$ cat config.mk
export PLATFORM = sky130hd
export DESIGN_NAME = button_chord_event_queue
export DESIGN_NICKNAME = d
export VERILOG_FILES = /design/src/rtl/bcq_pkg.sv /design/src/rtl/button_chord_event_queue.sv /design/src/rtl/bcq_ram.sv /design/src/rtl/bcq_step.sv
export SDC_FILE = /design/constraint.sdc
export NUM_CORES = 2
export LEC_CHECK = 0
export BUFFER_PORTS_ARGS = -buffer_cell sky130_fd_sc_hd__buf_2
export CORE_MARGIN = 4
export CORE_UTILIZATION = 55
export CTS_BUF_LIST = sky130_fd_sc_hd__clkbuf_16
export CTS_CLUSTER_DIAMETER = 40
export DETAILED_ROUTE_END_ITERATION = 6
export PLACE_DENSITY_LB_ADDON = 0.12
export SYNTH_ARGS = -nofsm -noshare
export SYNTH_HDL_FRONTEND = slang
export SYNTH_SLANG_ARGS = --single-unit
export TNS_END_PERCENT = 1
$ cat constraint.sdc
create_clock -name clk_i -period 11.45 [get_ports clk_i]
set_input_delay 2.29 -clock clk_i [delete_from_list [all_inputs] [get_ports clk_i]]
set_output_delay 2.29 -clock clk_i [all_outputs]
set_load 0.005 [all_outputs]
$ cat src/rtl/bcq_pkg.sv
package bcq_pkg;

  // Queued button bits are word bits 4-15: directions in [3:0], face/shoulder in [11:4].
  localparam int QW = 12;
  localparam int DIR_W = 4;
  localparam int WORD_W = 16;
  localparam int TIME_W = 32;
  localparam int CFG_W = 10;
  localparam int SPAN_W = 20;
  localparam int MS_TO_US = 1000;

  typedef enum logic {
    OP_PUSH    = 1'b0,
    OP_OVERLAY = 1'b1
  } op_e;

  typedef enum logic [1:0] {
    KIND_NORMAL     = 2'd0,
    KIND_DIR_EMPTY  = 2'd1,
    KIND_FACE_EMPTY = 2'd2,
    KIND_BOTH_EMPTY = 2'd3
  } kind_e;

  typedef enum logic {
    REG_CHORD_WINDOW = 1'b0,
    REG_HOLD         = 1'b1
  } reg_e;

  // Per-device bookkeeping; the newest slot's pressed set equals last_pressed.
  typedef struct packed {
    logic [QW-1:0]     last_pressed;
    logic [TIME_W-1:0] last_time;
    logic [TIME_W-1:0] hold_start;
    logic              hold_run;
    logic [QW-1:0]     newest_newly;
    kind_e             newest_kind;
  } dev_state_t;

  typedef struct packed {
    logic              valid;
    logic [WORD_W-1:0] buttons_out;
    logic              from_queue;
  } result_t;

endpackage

$ cat src/rtl/button_chord_event_queue.sv
// Button chord event queue: one ring of gesture slots per controller port.
// Only overlays make result items, via the compute stage and result registers.
// Throughput: one item per cycle while no overlay result waits on a held result;
// the single compute stage before the result register sets it; RAM read at accept.
// Reset (async, active low) clears pointers, timestamps, hold state and the
// config registers; the slot RAM is not cleared and is only used once written.
module button_chord_event_queue #(
  parameter int DEVICES     = 4,
  parameter int QUEUE_SLOTS = 8
) (
  input  logic        clk_i,
  input  logic        rst_ni,
  // Configuration port
  input  logic        psel,
  input  logic        penable,
  input  logic        pwrite,
  input  logic [2:0]  paddr,
  input  logic [31:0] pwdata,
  output logic [31:0] prdata,
  output logic        pready,
  // Input items
  input  logic        in_valid_i,
  output logic        in_ready_o,
  input  logic        op_i,
  input  logic [1:0]  device_i,
  input  logic [15:0] buttons_i,
  input  logic [31:0] now_us_i,
  // Result items
  output logic        out_valid_o,
  input  logic        out_ready_i,
  output logic [15:0] buttons_out_o,
  output logic        from_queue_o
);

  localparam int DevW     = (DEVICES > 1) ? $clog2(DEVICES) : 1;
  localparam int PtrW     = $clog2(QUEUE_SLOTS);
  localparam int AddrW    = DevW + PtrW;
  localparam int RamDepth = 1 << AddrW;
  localparam logic [PtrW-1:0] LastPtr = PtrW'(QUEUE_SLOTS - 1);

  // ---------------------------------------------------------------------------
  // Configuration registers: keep the ms values for readback and the scaled
  // microsecond spans for the compare logic.
  // ---------------------------------------------------------------------------
  bcq_pkg::reg_e                   reg_sel;
  logic                            cfg_wr;
  logic [bcq_pkg::CFG_W-1:0]       chord_ms_q, hold_ms_q;
  logic [bcq_pkg::SPAN_W-1:0]      chord_us_q, hold_us_q, span_us_d;

  assign pready    = 1'b1;
  assign reg_sel   = bcq_pkg::reg_e'(paddr[2]);
  assign cfg_wr    = psel && penable && pwrite;
  assign span_us_d = bcq_pkg::SPAN_W'(pwdata[bcq_pkg::CFG_W-1:0]) *
                     bcq_pkg::SPAN_W'(bcq_pkg::MS_TO_US);

  always_ff @(posedge clk_i or negedge rst_ni) begin
    if (!rst_ni) begin
      chord_ms_q <= '0;
      hold_ms_q  <= '0;
      chord_us_q <= '0;
      hold_us_q  <= '0;
    end else if (cfg_wr) begin
      unique case (reg_sel)
        bcq_pkg::REG_CHORD_WINDOW: begin
          chord_ms_q <= pwdata[bcq_pkg::CFG_W-1:0];
          chord_us_q <= span_us_d;
        end
        bcq_pkg::REG_HOLD: begin
          hold_ms_q <= pwdata[bcq_pkg::CFG_W-1:0];
          hold_us_q <= span_us_d;
        end
        default: begin
          hold_ms_q <= hold_ms_q;
        end
      endcase
    end
  end

  always_comb begin
    unique case (reg_sel)
      bcq_pkg::REG_CHORD_WINDOW: prdata = 32'(chord_ms_q);
      bcq_pkg::REG_HOLD:         prdata = 32'(hold_ms_q);
      default:                   prdata = '0;
    endcase
  end

  // ---------------------------------------------------------------------------
  // Per-device state, read once at accept and written back by the compute stage.
  // ---------------------------------------------------------------------------
  bcq_pkg::dev_state_t st_q   [DEVICES];
  logic [PtrW-1:0]     head_q [DEVICES];
  logic [PtrW-1:0]     tail_q [DEVICES];

  // Compute stage registers
  logic                        b_valid_q;
  bcq_pkg::op_e                b_op_q;
  logic [1:0]                  b_dev_q;
  logic                        b_dev_ok_q;
  logic [15:0]                 b_buttons_q;
  logic [31:0]                 b_now_q;
  bcq_pkg::dev_state_t         b_st_q;
  logic [PtrW-1:0]             b_head_q, b_tail_q;
  logic                        byp0_q, byp1_q;
  logic [bcq_pkg::QW-1:0]      byp_data_q;

  // Result register
  logic                        res_valid_q;
  logic [15:0]                 buttons_out_q;
  logic                        from_queue_q;

  // Step outputs
  bcq_pkg::dev_state_t         step_st;
  logic [PtrW-1:0]             step_head, step_tail, step_wr_ptr;
  logic                        step_wr_en;
  logic [bcq_pkg::QW-1:0]      step_wr_data;
  bcq_pkg::result_t            step_res;

  logic                        in_fire, b_fire, in_dev_ok, fwd, ram_we;
  logic [DevW-1:0]             in_idx, b_idx;
  bcq_pkg::dev_state_t         fetch_st;
  logic [PtrW-1:0]             fetch_head, fetch_tail, fetch_tail_inc;
  logic [AddrW-1:0]            rd_addr0, rd_addr1, wr_addr;
  logic [bcq_pkg::QW-1:0]      ram_rd0, ram_rd1, tail_slot, next_slot;

  // Advance the compute stage unless an overlay result would overrun a
  // result item that is still waiting.
  assign b_fire     = b_valid_q &&
                      (b_op_q == bcq_pkg::OP_PUSH || !res_valid_q || out_ready_i);
  assign in_ready_o = !b_valid_q || b_fire;
  assign in_fire    = in_valid_i && in_ready_o;

  assign in_dev_ok = (32'(device_i) < 32'(DEVICES));
  assign in_idx    = in_dev_ok ? DevW'(device_i) : '0;
  assign b_idx     = b_dev_ok_q ? DevW'(b_dev_q) : '0;

  // Forward the compute stage's fresh state when both items hit one device.
  assign fwd        = b_valid_q && b_dev_ok_q && (device_i == b_dev_q);
  assign fetch_st   = fwd ? step_st   : st_q[in_idx];
  assign fetch_head = fwd ? step_head : head_q[in_idx];
  assign fetch_tail = fwd ? step_tail : tail_q[in_idx];
  assign fetch_tail_inc = (fetch_tail == LastPtr) ? '0 : fetch_tail + 1'b1;

  // Read the oldest slot and the one behind it; an overlay may show either.
  assign rd_addr0 = {in_idx, fetch_tail};
  assign rd_addr1 = {in_idx, fetch_tail_inc};
  assign ram_we   = b_fire && b_dev_ok_q && step_wr_en;
  assign wr_addr  = {b_idx, step_wr_ptr};

  bcq_ram #(
    .WIDTH (bcq_pkg::QW),
    .DEPTH (RamDepth)
  ) u_slot_ram (
    .clk_i    (clk_i),
    .we_i     (ram_we),
    .waddr_i  (wr_addr),
    .wdata_i  (step_wr_data),
    .re_i     (in_fire),
    .raddr0_i (rd_addr0),
    .raddr1_i (rd_addr1),
    .rdata0_o (ram_rd0),
    .rdata1_o (ram_rd1)
  );

  // Bypass the slot written on the same edge as the read.
  assign tail_slot = byp0_q ? byp_data_q : ram_rd0;
  assign next_slot = byp1_q ? byp_data_q : ram_rd1;

  always_ff @(posedge clk_i or negedge rst_ni) begin
    if (!rst_ni) begin
      b_valid_q <= 1'b0;
    end else if (in_fire) begin
      b_valid_q <= 1'b1;
    end else if (b_fire) begin
      b_valid_q <= 1'b0;
    end
  end

  always_ff @(posedge clk_i) begin
    if (in_fire) begin
      b_op_q      <= bcq_pkg::op_e'(op_i);
      b_dev_q     <= device_i;
      b_dev_ok_q  <= in_dev_ok;
      b_buttons_q <= buttons_i;
      b_now_q     <= now_us_i;
      b_st_q      <= fetch_st;
      b_head_q    <= fetch_head;
      b_tail_q    <= fetch_tail;
      byp0_q      <= ram_we && (wr_addr == rd_addr0);
      byp1_q      <= ram_we && (wr_addr == rd_addr1);
      byp_data_q  <= step_wr_data;
    end
  end

  bcq_step #(
    .QUEUE_SLOTS (QUEUE_SLOTS)
  ) u_step (
    .op_i        (b_op_q),
    .dev_ok_i    (b_dev_ok_q),
    .buttons_i   (b_buttons_q),
    .now_us_i    (b_now_q),
    .st_i        (b_st_q),
    .head_i      (b_head_q),
    .tail_i      (b_tail_q),
    .tail_slot_i (tail_slot),
    .next_slot_i (next_slot),
    .chord_us_i  (chord_us_q),
    .hold_us_i   (hold_us_q),
    .st_o        (step_st),
    .head_o      (step_head),
    .tail_o      (step_tail),
    .wr_en_o     (step_wr_en),
    .wr_ptr_o    (step_wr_ptr),
    .wr_data_o   (step_wr_data),
    .res_o       (step_res)
  );

  // Write back the device state as the item leaves the compute stage.
  always_ff @(posedge clk_i or negedge rst_ni) begin
    if (!rst_ni) begin
      for (int i = 0; i < DEVICES; i++) begin
        st_q[i]   <= '0;
        head_q[i] <= '0;
        tail_q[i] <= '0;
      end
    end else if (b_fire && b_dev_ok_q) begin
      st_q[b_idx]   <= step_st;
      head_q[b_idx] <= step_head;
      tail_q[b_idx] <= step_tail;
    end
  end

  // Result register: load on an overlay, drop when taken.
  always_ff @(posedge clk_i or negedge rst_ni) begin
    if (!rst_ni) begin
      res_valid_q <= 1'b0;
    end else if (b_fire && step_res.valid) begin
      res_valid_q <= 1'b1;
    end else if (out_ready_i) begin
      res_valid_q <= 1'b0;
    end
  end

  always_ff @(posedge clk_i) begin
    if (b_fire && step_res.valid) begin
      buttons_out_q <= step_res.buttons_out;
      from_queue_q  <= step_res.from_queue;
    end
  end

  assign out_valid_o   = res_valid_q;
  assign buttons_out_o = buttons_out_q;
  assign from_queue_o  = from_queue_q;

endmodule

$ cat src/rtl/bcq_ram.sv
module bcq_ram #(
  parameter int WIDTH = 12,
  parameter int DEPTH = 32,
  localparam int AW = (DEPTH > 1) ? $clog2(DEPTH) : 1
) (
  input  logic             clk_i,
  input  logic             we_i,
  input  logic [AW-1:0]    waddr_i,
  input  logic [WIDTH-1:0] wdata_i,
  input  logic             re_i,
  input  logic [AW-1:0]    raddr0_i,
  input  logic [AW-1:0]    raddr1_i,
  output logic [WIDTH-1:0] rdata0_o,
  output logic [WIDTH-1:0] rdata1_o
);

  logic [WIDTH-1:0] mem_q [DEPTH];

  // Read returns the old contents on a same-address write.
  always_ff @(posedge clk_i) begin
    if (we_i) begin
      mem_q[waddr_i] <= wdata_i;
    end
    if (re_i) begin
      rdata0_o <= mem_q[raddr0_i];
      rdata1_o <= mem_q[raddr1_i];
    end
  end

endmodule

$ cat src/rtl/bcq_step.sv
module bcq_step #(
  parameter int QUEUE_SLOTS = 8,
  localparam int PtrW = $clog2(QUEUE_SLOTS)
) (
  input  bcq_pkg::op_e                    op_i,
  input  logic                            dev_ok_i,
  input  logic [bcq_pkg::WORD_W-1:0]      buttons_i,
  input  logic [bcq_pkg::TIME_W-1:0]      now_us_i,
  input  bcq_pkg::dev_state_t             st_i,
  input  logic [PtrW-1:0]                 head_i,
  input  logic [PtrW-1:0]                 tail_i,
  input  logic [bcq_pkg::QW-1:0]          tail_slot_i,
  input  logic [bcq_pkg::QW-1:0]          next_slot_i,
  input  logic [bcq_pkg::SPAN_W-1:0]      chord_us_i,
  input  logic [bcq_pkg::SPAN_W-1:0]      hold_us_i,
  output bcq_pkg::dev_state_t             st_o,
  output logic [PtrW-1:0]                 head_o,
  output logic [PtrW-1:0]                 tail_o,
  output logic                            wr_en_o,
  output logic [PtrW-1:0]                 wr_ptr_o,
  output logic [bcq_pkg::QW-1:0]          wr_data_o,
  output bcq_pkg::result_t                res_o
);

  localparam logic [PtrW-1:0] LastPtr = PtrW'(QUEUE_SLOTS - 1);

  logic [bcq_pkg::QW-1:0]    ah, last, newly, rel, newly_r, app_newly;
  logic [bcq_pkg::DIR_W-1:0] dir, ndir_r, sdir, pdir;
  logic [7:0]                face, nface, sface, pface;
  logic                      dchg, frel, roll, empty, inwin, veto_rule, veto;
  bcq_pkg::kind_e            kind, sk;
  logic [PtrW-1:0]           head_inc, head_dec, tail_inc;
  logic [bcq_pkg::TIME_W-1:0] push_gap, hold_start, hold_gap;
  logic                      expired;

  assign head_inc = (head_i == LastPtr) ? '0 : head_i + 1'b1;
  assign head_dec = (head_i == '0) ? LastPtr : head_i - 1'b1;
  assign tail_inc = (tail_i == LastPtr) ? '0 : tail_i + 1'b1;
  assign empty    = (head_i == tail_i);

  // Held set is the active-high view of bits 4-15.
  assign ah    = ~buttons_i[bcq_pkg::WORD_W-1:bcq_pkg::DIR_W];
  assign last  = st_i.last_pressed;
  assign dir   = ah[3:0];
  assign face  = ah[11:4];
  assign newly = ah & ~last;
  assign rel   = last & ~ah;
  assign nface = newly[11:4];
  assign dchg  = (dir != last[3:0]);
  assign frel  = (|rel[11:4]) && !(|nface);
  // Roll-over: only directions let go while another direction stays down.
  assign roll  = (|rel[3:0]) && (|dir) && !(|rel[11:4]) && !(|nface);

  assign newly_r   = roll ? {8'b0, dir} : newly;
  assign ndir_r    = newly_r[3:0];
  assign app_newly = ((|rel[3:0]) && (|dir)) ? {8'b0, dir} : newly_r;

  always_comb begin
    priority if ((|dir) || (|face)) begin
      kind = bcq_pkg::KIND_NORMAL;
    end else if (dchg && frel) begin
      kind = bcq_pkg::KIND_BOTH_EMPTY;
    end else if (dchg) begin
      kind = bcq_pkg::KIND_DIR_EMPTY;
    end else if (frel) begin
      kind = bcq_pkg::KIND_FACE_EMPTY;
    end else begin
      kind = bcq_pkg::KIND_NORMAL;
    end
  end

  // Newest slot contents.
  assign sdir  = last[3:0];
  assign sface = last[11:4];
  assign pdir  = st_i.newest_newly[3:0];
  assign pface = st_i.newest_newly[11:4];
  assign sk    = st_i.newest_kind;

  assign push_gap = now_us_i - st_i.last_time;
  assign inwin    = (chord_us_i != '0) && !empty &&
                    (push_gap <= bcq_pkg::TIME_W'(chord_us_i));

  always_comb begin
    priority if ((|rel) && !roll) begin
      veto_rule = 1'b1;
    end else if (|newly_r) begin
      veto_rule = ((|nface) && (|pdir) && !(|pface)) ||
                  ((|ndir_r) && (|pdir) && !(|pface)) ||
                  ((|nface) && !(|sface) && (|sdir)) ||
                  ((|nface) && !(|sface) && !(|sdir) &&
                   (sk == bcq_pkg::KIND_FACE_EMPTY || sk == bcq_pkg::KIND_BOTH_EMPTY)) ||
                  ((|ndir_r) && !(|sdir) && !(|sface) &&
                   (sk == bcq_pkg::KIND_DIR_EMPTY || sk == bcq_pkg::KIND_BOTH_EMPTY));
    end else begin
      veto_rule = 1'b0;
    end
  end

  assign veto = !inwin || veto_rule;

  // Hold timer for the overlay.
  assign hold_start = st_i.hold_run ? st_i.hold_start : now_us_i;
  assign hold_gap   = now_us_i - hold_start;
  assign expired    = (hold_gap >= bcq_pkg::TIME_W'(hold_us_i));

  always_comb begin
    st_o              = st_i;
    head_o            = head_i;
    tail_o            = tail_i;
    wr_en_o           = 1'b0;
    wr_ptr_o          = head_i;
    wr_data_o         = ah;
    res_o.valid       = (op_i == bcq_pkg::OP_OVERLAY);
    res_o.buttons_out = buttons_i;
    res_o.from_queue  = 1'b0;
    if (dev_ok_i) begin
      unique case (op_i)
        bcq_pkg::OP_PUSH: begin
          if (ah != last) begin
            wr_en_o = 1'b1;
            if (!veto) begin
              // Merge into the newest slot.
              wr_ptr_o          = head_dec;
              st_o.newest_newly = newly_r;
            end else begin
              // Append; drop the oldest slot when the ring is full.
              head_o            = head_inc;
              st_o.newest_newly = app_newly;
              if (head_inc == tail_i) begin
                tail_o        = tail_inc;
                st_o.hold_run = 1'b0;
              end
            end
            st_o.newest_kind  = kind;
            st_o.last_pressed = ah;
            st_o.last_time    = now_us_i;
          end
        end
        bcq_pkg::OP_OVERLAY: begin
          if (!empty) begin
            res_o.from_queue  = 1'b1;
            res_o.buttons_out = {~tail_slot_i, buttons_i[bcq_pkg::DIR_W-1:0]};
            if (hold_us_i == '0) begin
              tail_o = tail_inc;
            end else begin
              st_o.hold_run   = 1'b1;
              st_o.hold_start = hold_start;
              if (expired) begin
                tail_o = tail_inc;
                if (head_i == tail_inc) begin
                  st_o.hold_run     = 1'b0;
                  res_o.from_queue  = 1'b0;
                  res_o.buttons_out = buttons_i;
                end else begin
                  st_o.hold_start   = now_us_i;
                  res_o.buttons_out = {~next_slot_i, buttons_i[bcq_pkg::DIR_W-1:0]};
                end
              end
            end
          end
        end
        default: begin
          st_o = st_i;
        end
      endcase
    end
  end

endmodule
==> key figures <==
Synth
  • Synthesized flop and latch total: 1027
  • Mapped cell area: 53000 um^2
  • Synth cell count leaders: nand2_1 (692), edfxtp_1 (587), o21ai_0 (576)
  • Count leader, synth: nand2_1
  • EDFF count, synth: 587
  • FFs w/ async S/R, synth: 42.8%
  • Part of the Yosys area used for sequential elements: 54.1%
  • Yosys cell types: 90
  • Syn Area/Cell: 11.6 um^2
  • Leading area contributor after synthesis: edfxtp_1
  • Area contributors post-synth: edfxtp_1 (33%), dfrtp_1 (21%), mux2i_1 (7.3%)
  • Top cell type's share of synthesized area: 33.3%
  • Commonest register cell after synthesis: edfxtp_1
  • Synth Instances: 4558
  • Synth warn: 0

Timing
  • Max-slew violation count: 0
  • Fmax: 98.1 MHz
  • Unrepaired setup endpoints after global routing: false
  • Skew final: 0.0292 ns
  • Hold Vio Cnt, Final: 0
  • Final setup fails: 0
  • Normalized max-slew margin: 12.2%
  • Setup Total Neg Slack: 0 ns
  • Shortest period the worst path allows: 10.19 ns
  • Fin crit share: 89.0%
  • Worst-Margin Slew: 1.31 ns

Floorplan
  • Cell Rows: 113
  • I/O pins: 145
  • Die Ht: 318 um
  • Core Region: 95300 um^2
  • Initial Util: 55.6%
  • Die W: 318 um
  • Die area: 101000 um^2

Placement
  • Post-DP Area: 54800 um^2
  • Placed Cells: 5733
  • Routability cong.: 0.889
  • I/O Buffers: 97
  • Final HPWL DP: 92000 um

Power and ir drop
  • Worst vdd ir: 0.000144 V
  • Pwr dens: 235 nW/um^2
  • Pleak: 24.6 nW
  • Total power: 0.0140 W

Route
  • WL final: 145000 um
  • Wire length per cell: 24.2 um
  • DRC: 8
  • DRT Pass-1 Iters: 7
  • DR vias: 37047
  • Iteration-0 DRC Markers: 3976
  • Vias/cell: 6.18
  • ANT nets after route: 0

Worst setup path
  • Crit Path Category: flop to flop
  • CP max FO: 31
  • Worst path slowest cell: edfxtp_1
  • CP startpoint kind: flop
  • Critical Path RT: 11.92 ns
  • CP Data Arrival Time: 10.65 ns
  • FF-to-FF End: u_slot_ram.rdata1_o[8]
  • R2R setup slack: 1.26 ns
  • Critical Path Start: b_st_q[14]
  • Reg-to-Reg Start: b_st_q[14]
  • Largest stage delay, worst path: 0.84 ns
  • Worst R2R Path Depth: 31
  • CP Capture Type: flop
  • Crit path to: u_slot_ram.rdata1_o[8]

Clock tree
  • CTS tree: done
  • Clk sinks: 1027
  • CTS Hold Buffers Added: 0
  • Post-CTS sizing: 0
  • CTS root buf: clkbuf_16
  • Worst-path clk slew: 0.06 ns
  • Clk buf depth: 3
  • Clk_lat worst skew: 0.74 ns
  • Post-CTS setup buffer count: 0
  • TritonCTS Buffers: 141
  • H-tree depth: 4

Global route
  • GRT Residual Overflow: 0
  • Initial antenna violation count: 1
  • First-pass GRT wire length: 222000 um
  • Largest net degree at the start of global routing: 172
  • GRT Total Usage: 28.4%
  • Vias in the first global route: 36848

Cells and area
  • Final core utilization: 62.5%
  • Nets: 4905
  • Final instance area: 59600 um^2
  • Area growth from synthesis to layout: 12.5%
  • Share of layout cells above drive strength 1: 14.7%
  • Number of non-filler instances in the completed layout: 5994

Job
  • Max Cap Viol: 0

Status
  • Status: finished, violations left
  • Failing checks: design-rule violations

Worst hold path
  • Worst min-delay path class: flop to flop
## registers in the layout, summed over array words and instances, names as in the netlist, 2 cells and up
register	flops
u_slot_ram.rdata0_o	12
buttons_out_o	16
b_tail_q	3
u_slot_ram.mem_q	384
head_q	12
chord_ms_q	10
st_q	364
b_now_q	32
hold_ms_q	10
byp_data_q	12
b_buttons_q	16
chord_us_q	15
b_dev_q	2
hold_us_q	15
u_slot_ram.rdata1_o	12
tail_q	12
b_st_q	91
b_head_q	3
## cell usage in the layout (no fill, tap or decap), types with 44 or more instances in the layout
| cell | synthesis | final |
|---|---|---|
| mux2i_1 | 386 | 386 |
| o21ai_0 | 576 | 576 |
| inv_1 | 172 | 189 |
| mux4_2 | 133 | 133 |
| buf_4 | 46 | 98 |
| nand3_1 | 48 | 46 |
| nor3_1 | 57 | 54 |
| a21oi_1 | 116 | 116 |
| clkbuf_16 | 0 | 146 |
| o211ai_1 | 54 | 54 |
| nor2_1 | 132 | 114 |
| dfrtp_1 | 440 | 440 |
| ha_1 | 170 | 169 |
| edfxtp_1 | 587 | 587 |
| xnor2_1 | 44 | 44 |
| nand2_1 | 692 | 689 |
| nand4_1 | 64 | 64 |
| o22ai_1 | 62 | 62 |
| mux2_2 | 55 | 55 |
| buf_2 | 34 | 94 |
## power by group
part | switching, W | leakage (nW) | internal (W)
Combinational | 0.00274 | 11.2 | 0.00192
Sequential | 0.000367 | 11.0 | 0.00456
Clock | 0.00175 | 2.40 | 0.00266
Total | 0.00486 | 24.6 | 0.00914
## worst min-delay path by stage
stage,startpoint,end,cells after the start
detailed placement,b_buttons_q[2],buttons_out_o[2],0
global route,b_buttons_q[0],buttons_out_o[0],0
CTS,b_buttons_q[2],buttons_out_o[2],0
finish,b_buttons_q[2],buttons_out_o[2],0
global placement,b_buttons_q[1],buttons_out_o[1],0
floorplan,b_buttons_q[0],buttons_out_o[0],0
## metrics by stage
stage / setup slack (ns) / hold slack (ns)
finish: 1.26 / 0.423
CTS: 1.46 / 0.419
detailed placement: 1.49 / 0.405
global route: 0.804 / 0.423
floorplan: 2.95 / 0.400
global placement: 1.61 / 0.400
## logic make-up (layout without fill, tap and decap cells)
group	Yosys count	count (layout)	synth area share, %
buf+inv	491	640	3.98
simple gates	1140	1140	9.51
fa+ha+maj	201	201	5.19
mux	574	574	14.1
other cells	2	24	0.0142
xor+xnor	66	66	1.09
flops	1027	1027	54.1
compound gates	1057	1057	12.0
## routing by layer
metal	global-route usage (%)	routed length (um)	up-vias
met5	0	0	-
met3	4.40	10500	304
met4	9.74	4890	0
li1	-	-	16903
met2	46.1	68600	1438
met1	39.5	61300	18402
## critical path, delay by kind of cell, from the launching register on
kind | cells | cell delay, ns
multiplexers | 2 | 0.60
buffers and inverters | 4 | 1.34
XOR/XNOR | 1 | 0.18
AO/OA/AOI/OAI | 15 | 4.23
adder cells (fa/ha/maj) | 4 | 1.08
flip-flops | 1 | 0.84
AND/OR/NAND/NOR | 5 | 1.59
## area by class of cell
class	instances	area, um^2
clock buffers	146	3650
clock inverters	114	1150
fillers	7499	35700
flip-flops and latches	1027	28600
multi-input cells	3061	22400
repair buffers	205	1450
well taps	1265	1580
diodes	1	2.50
inverters	175	669
(Power assumes the default switching activity.)
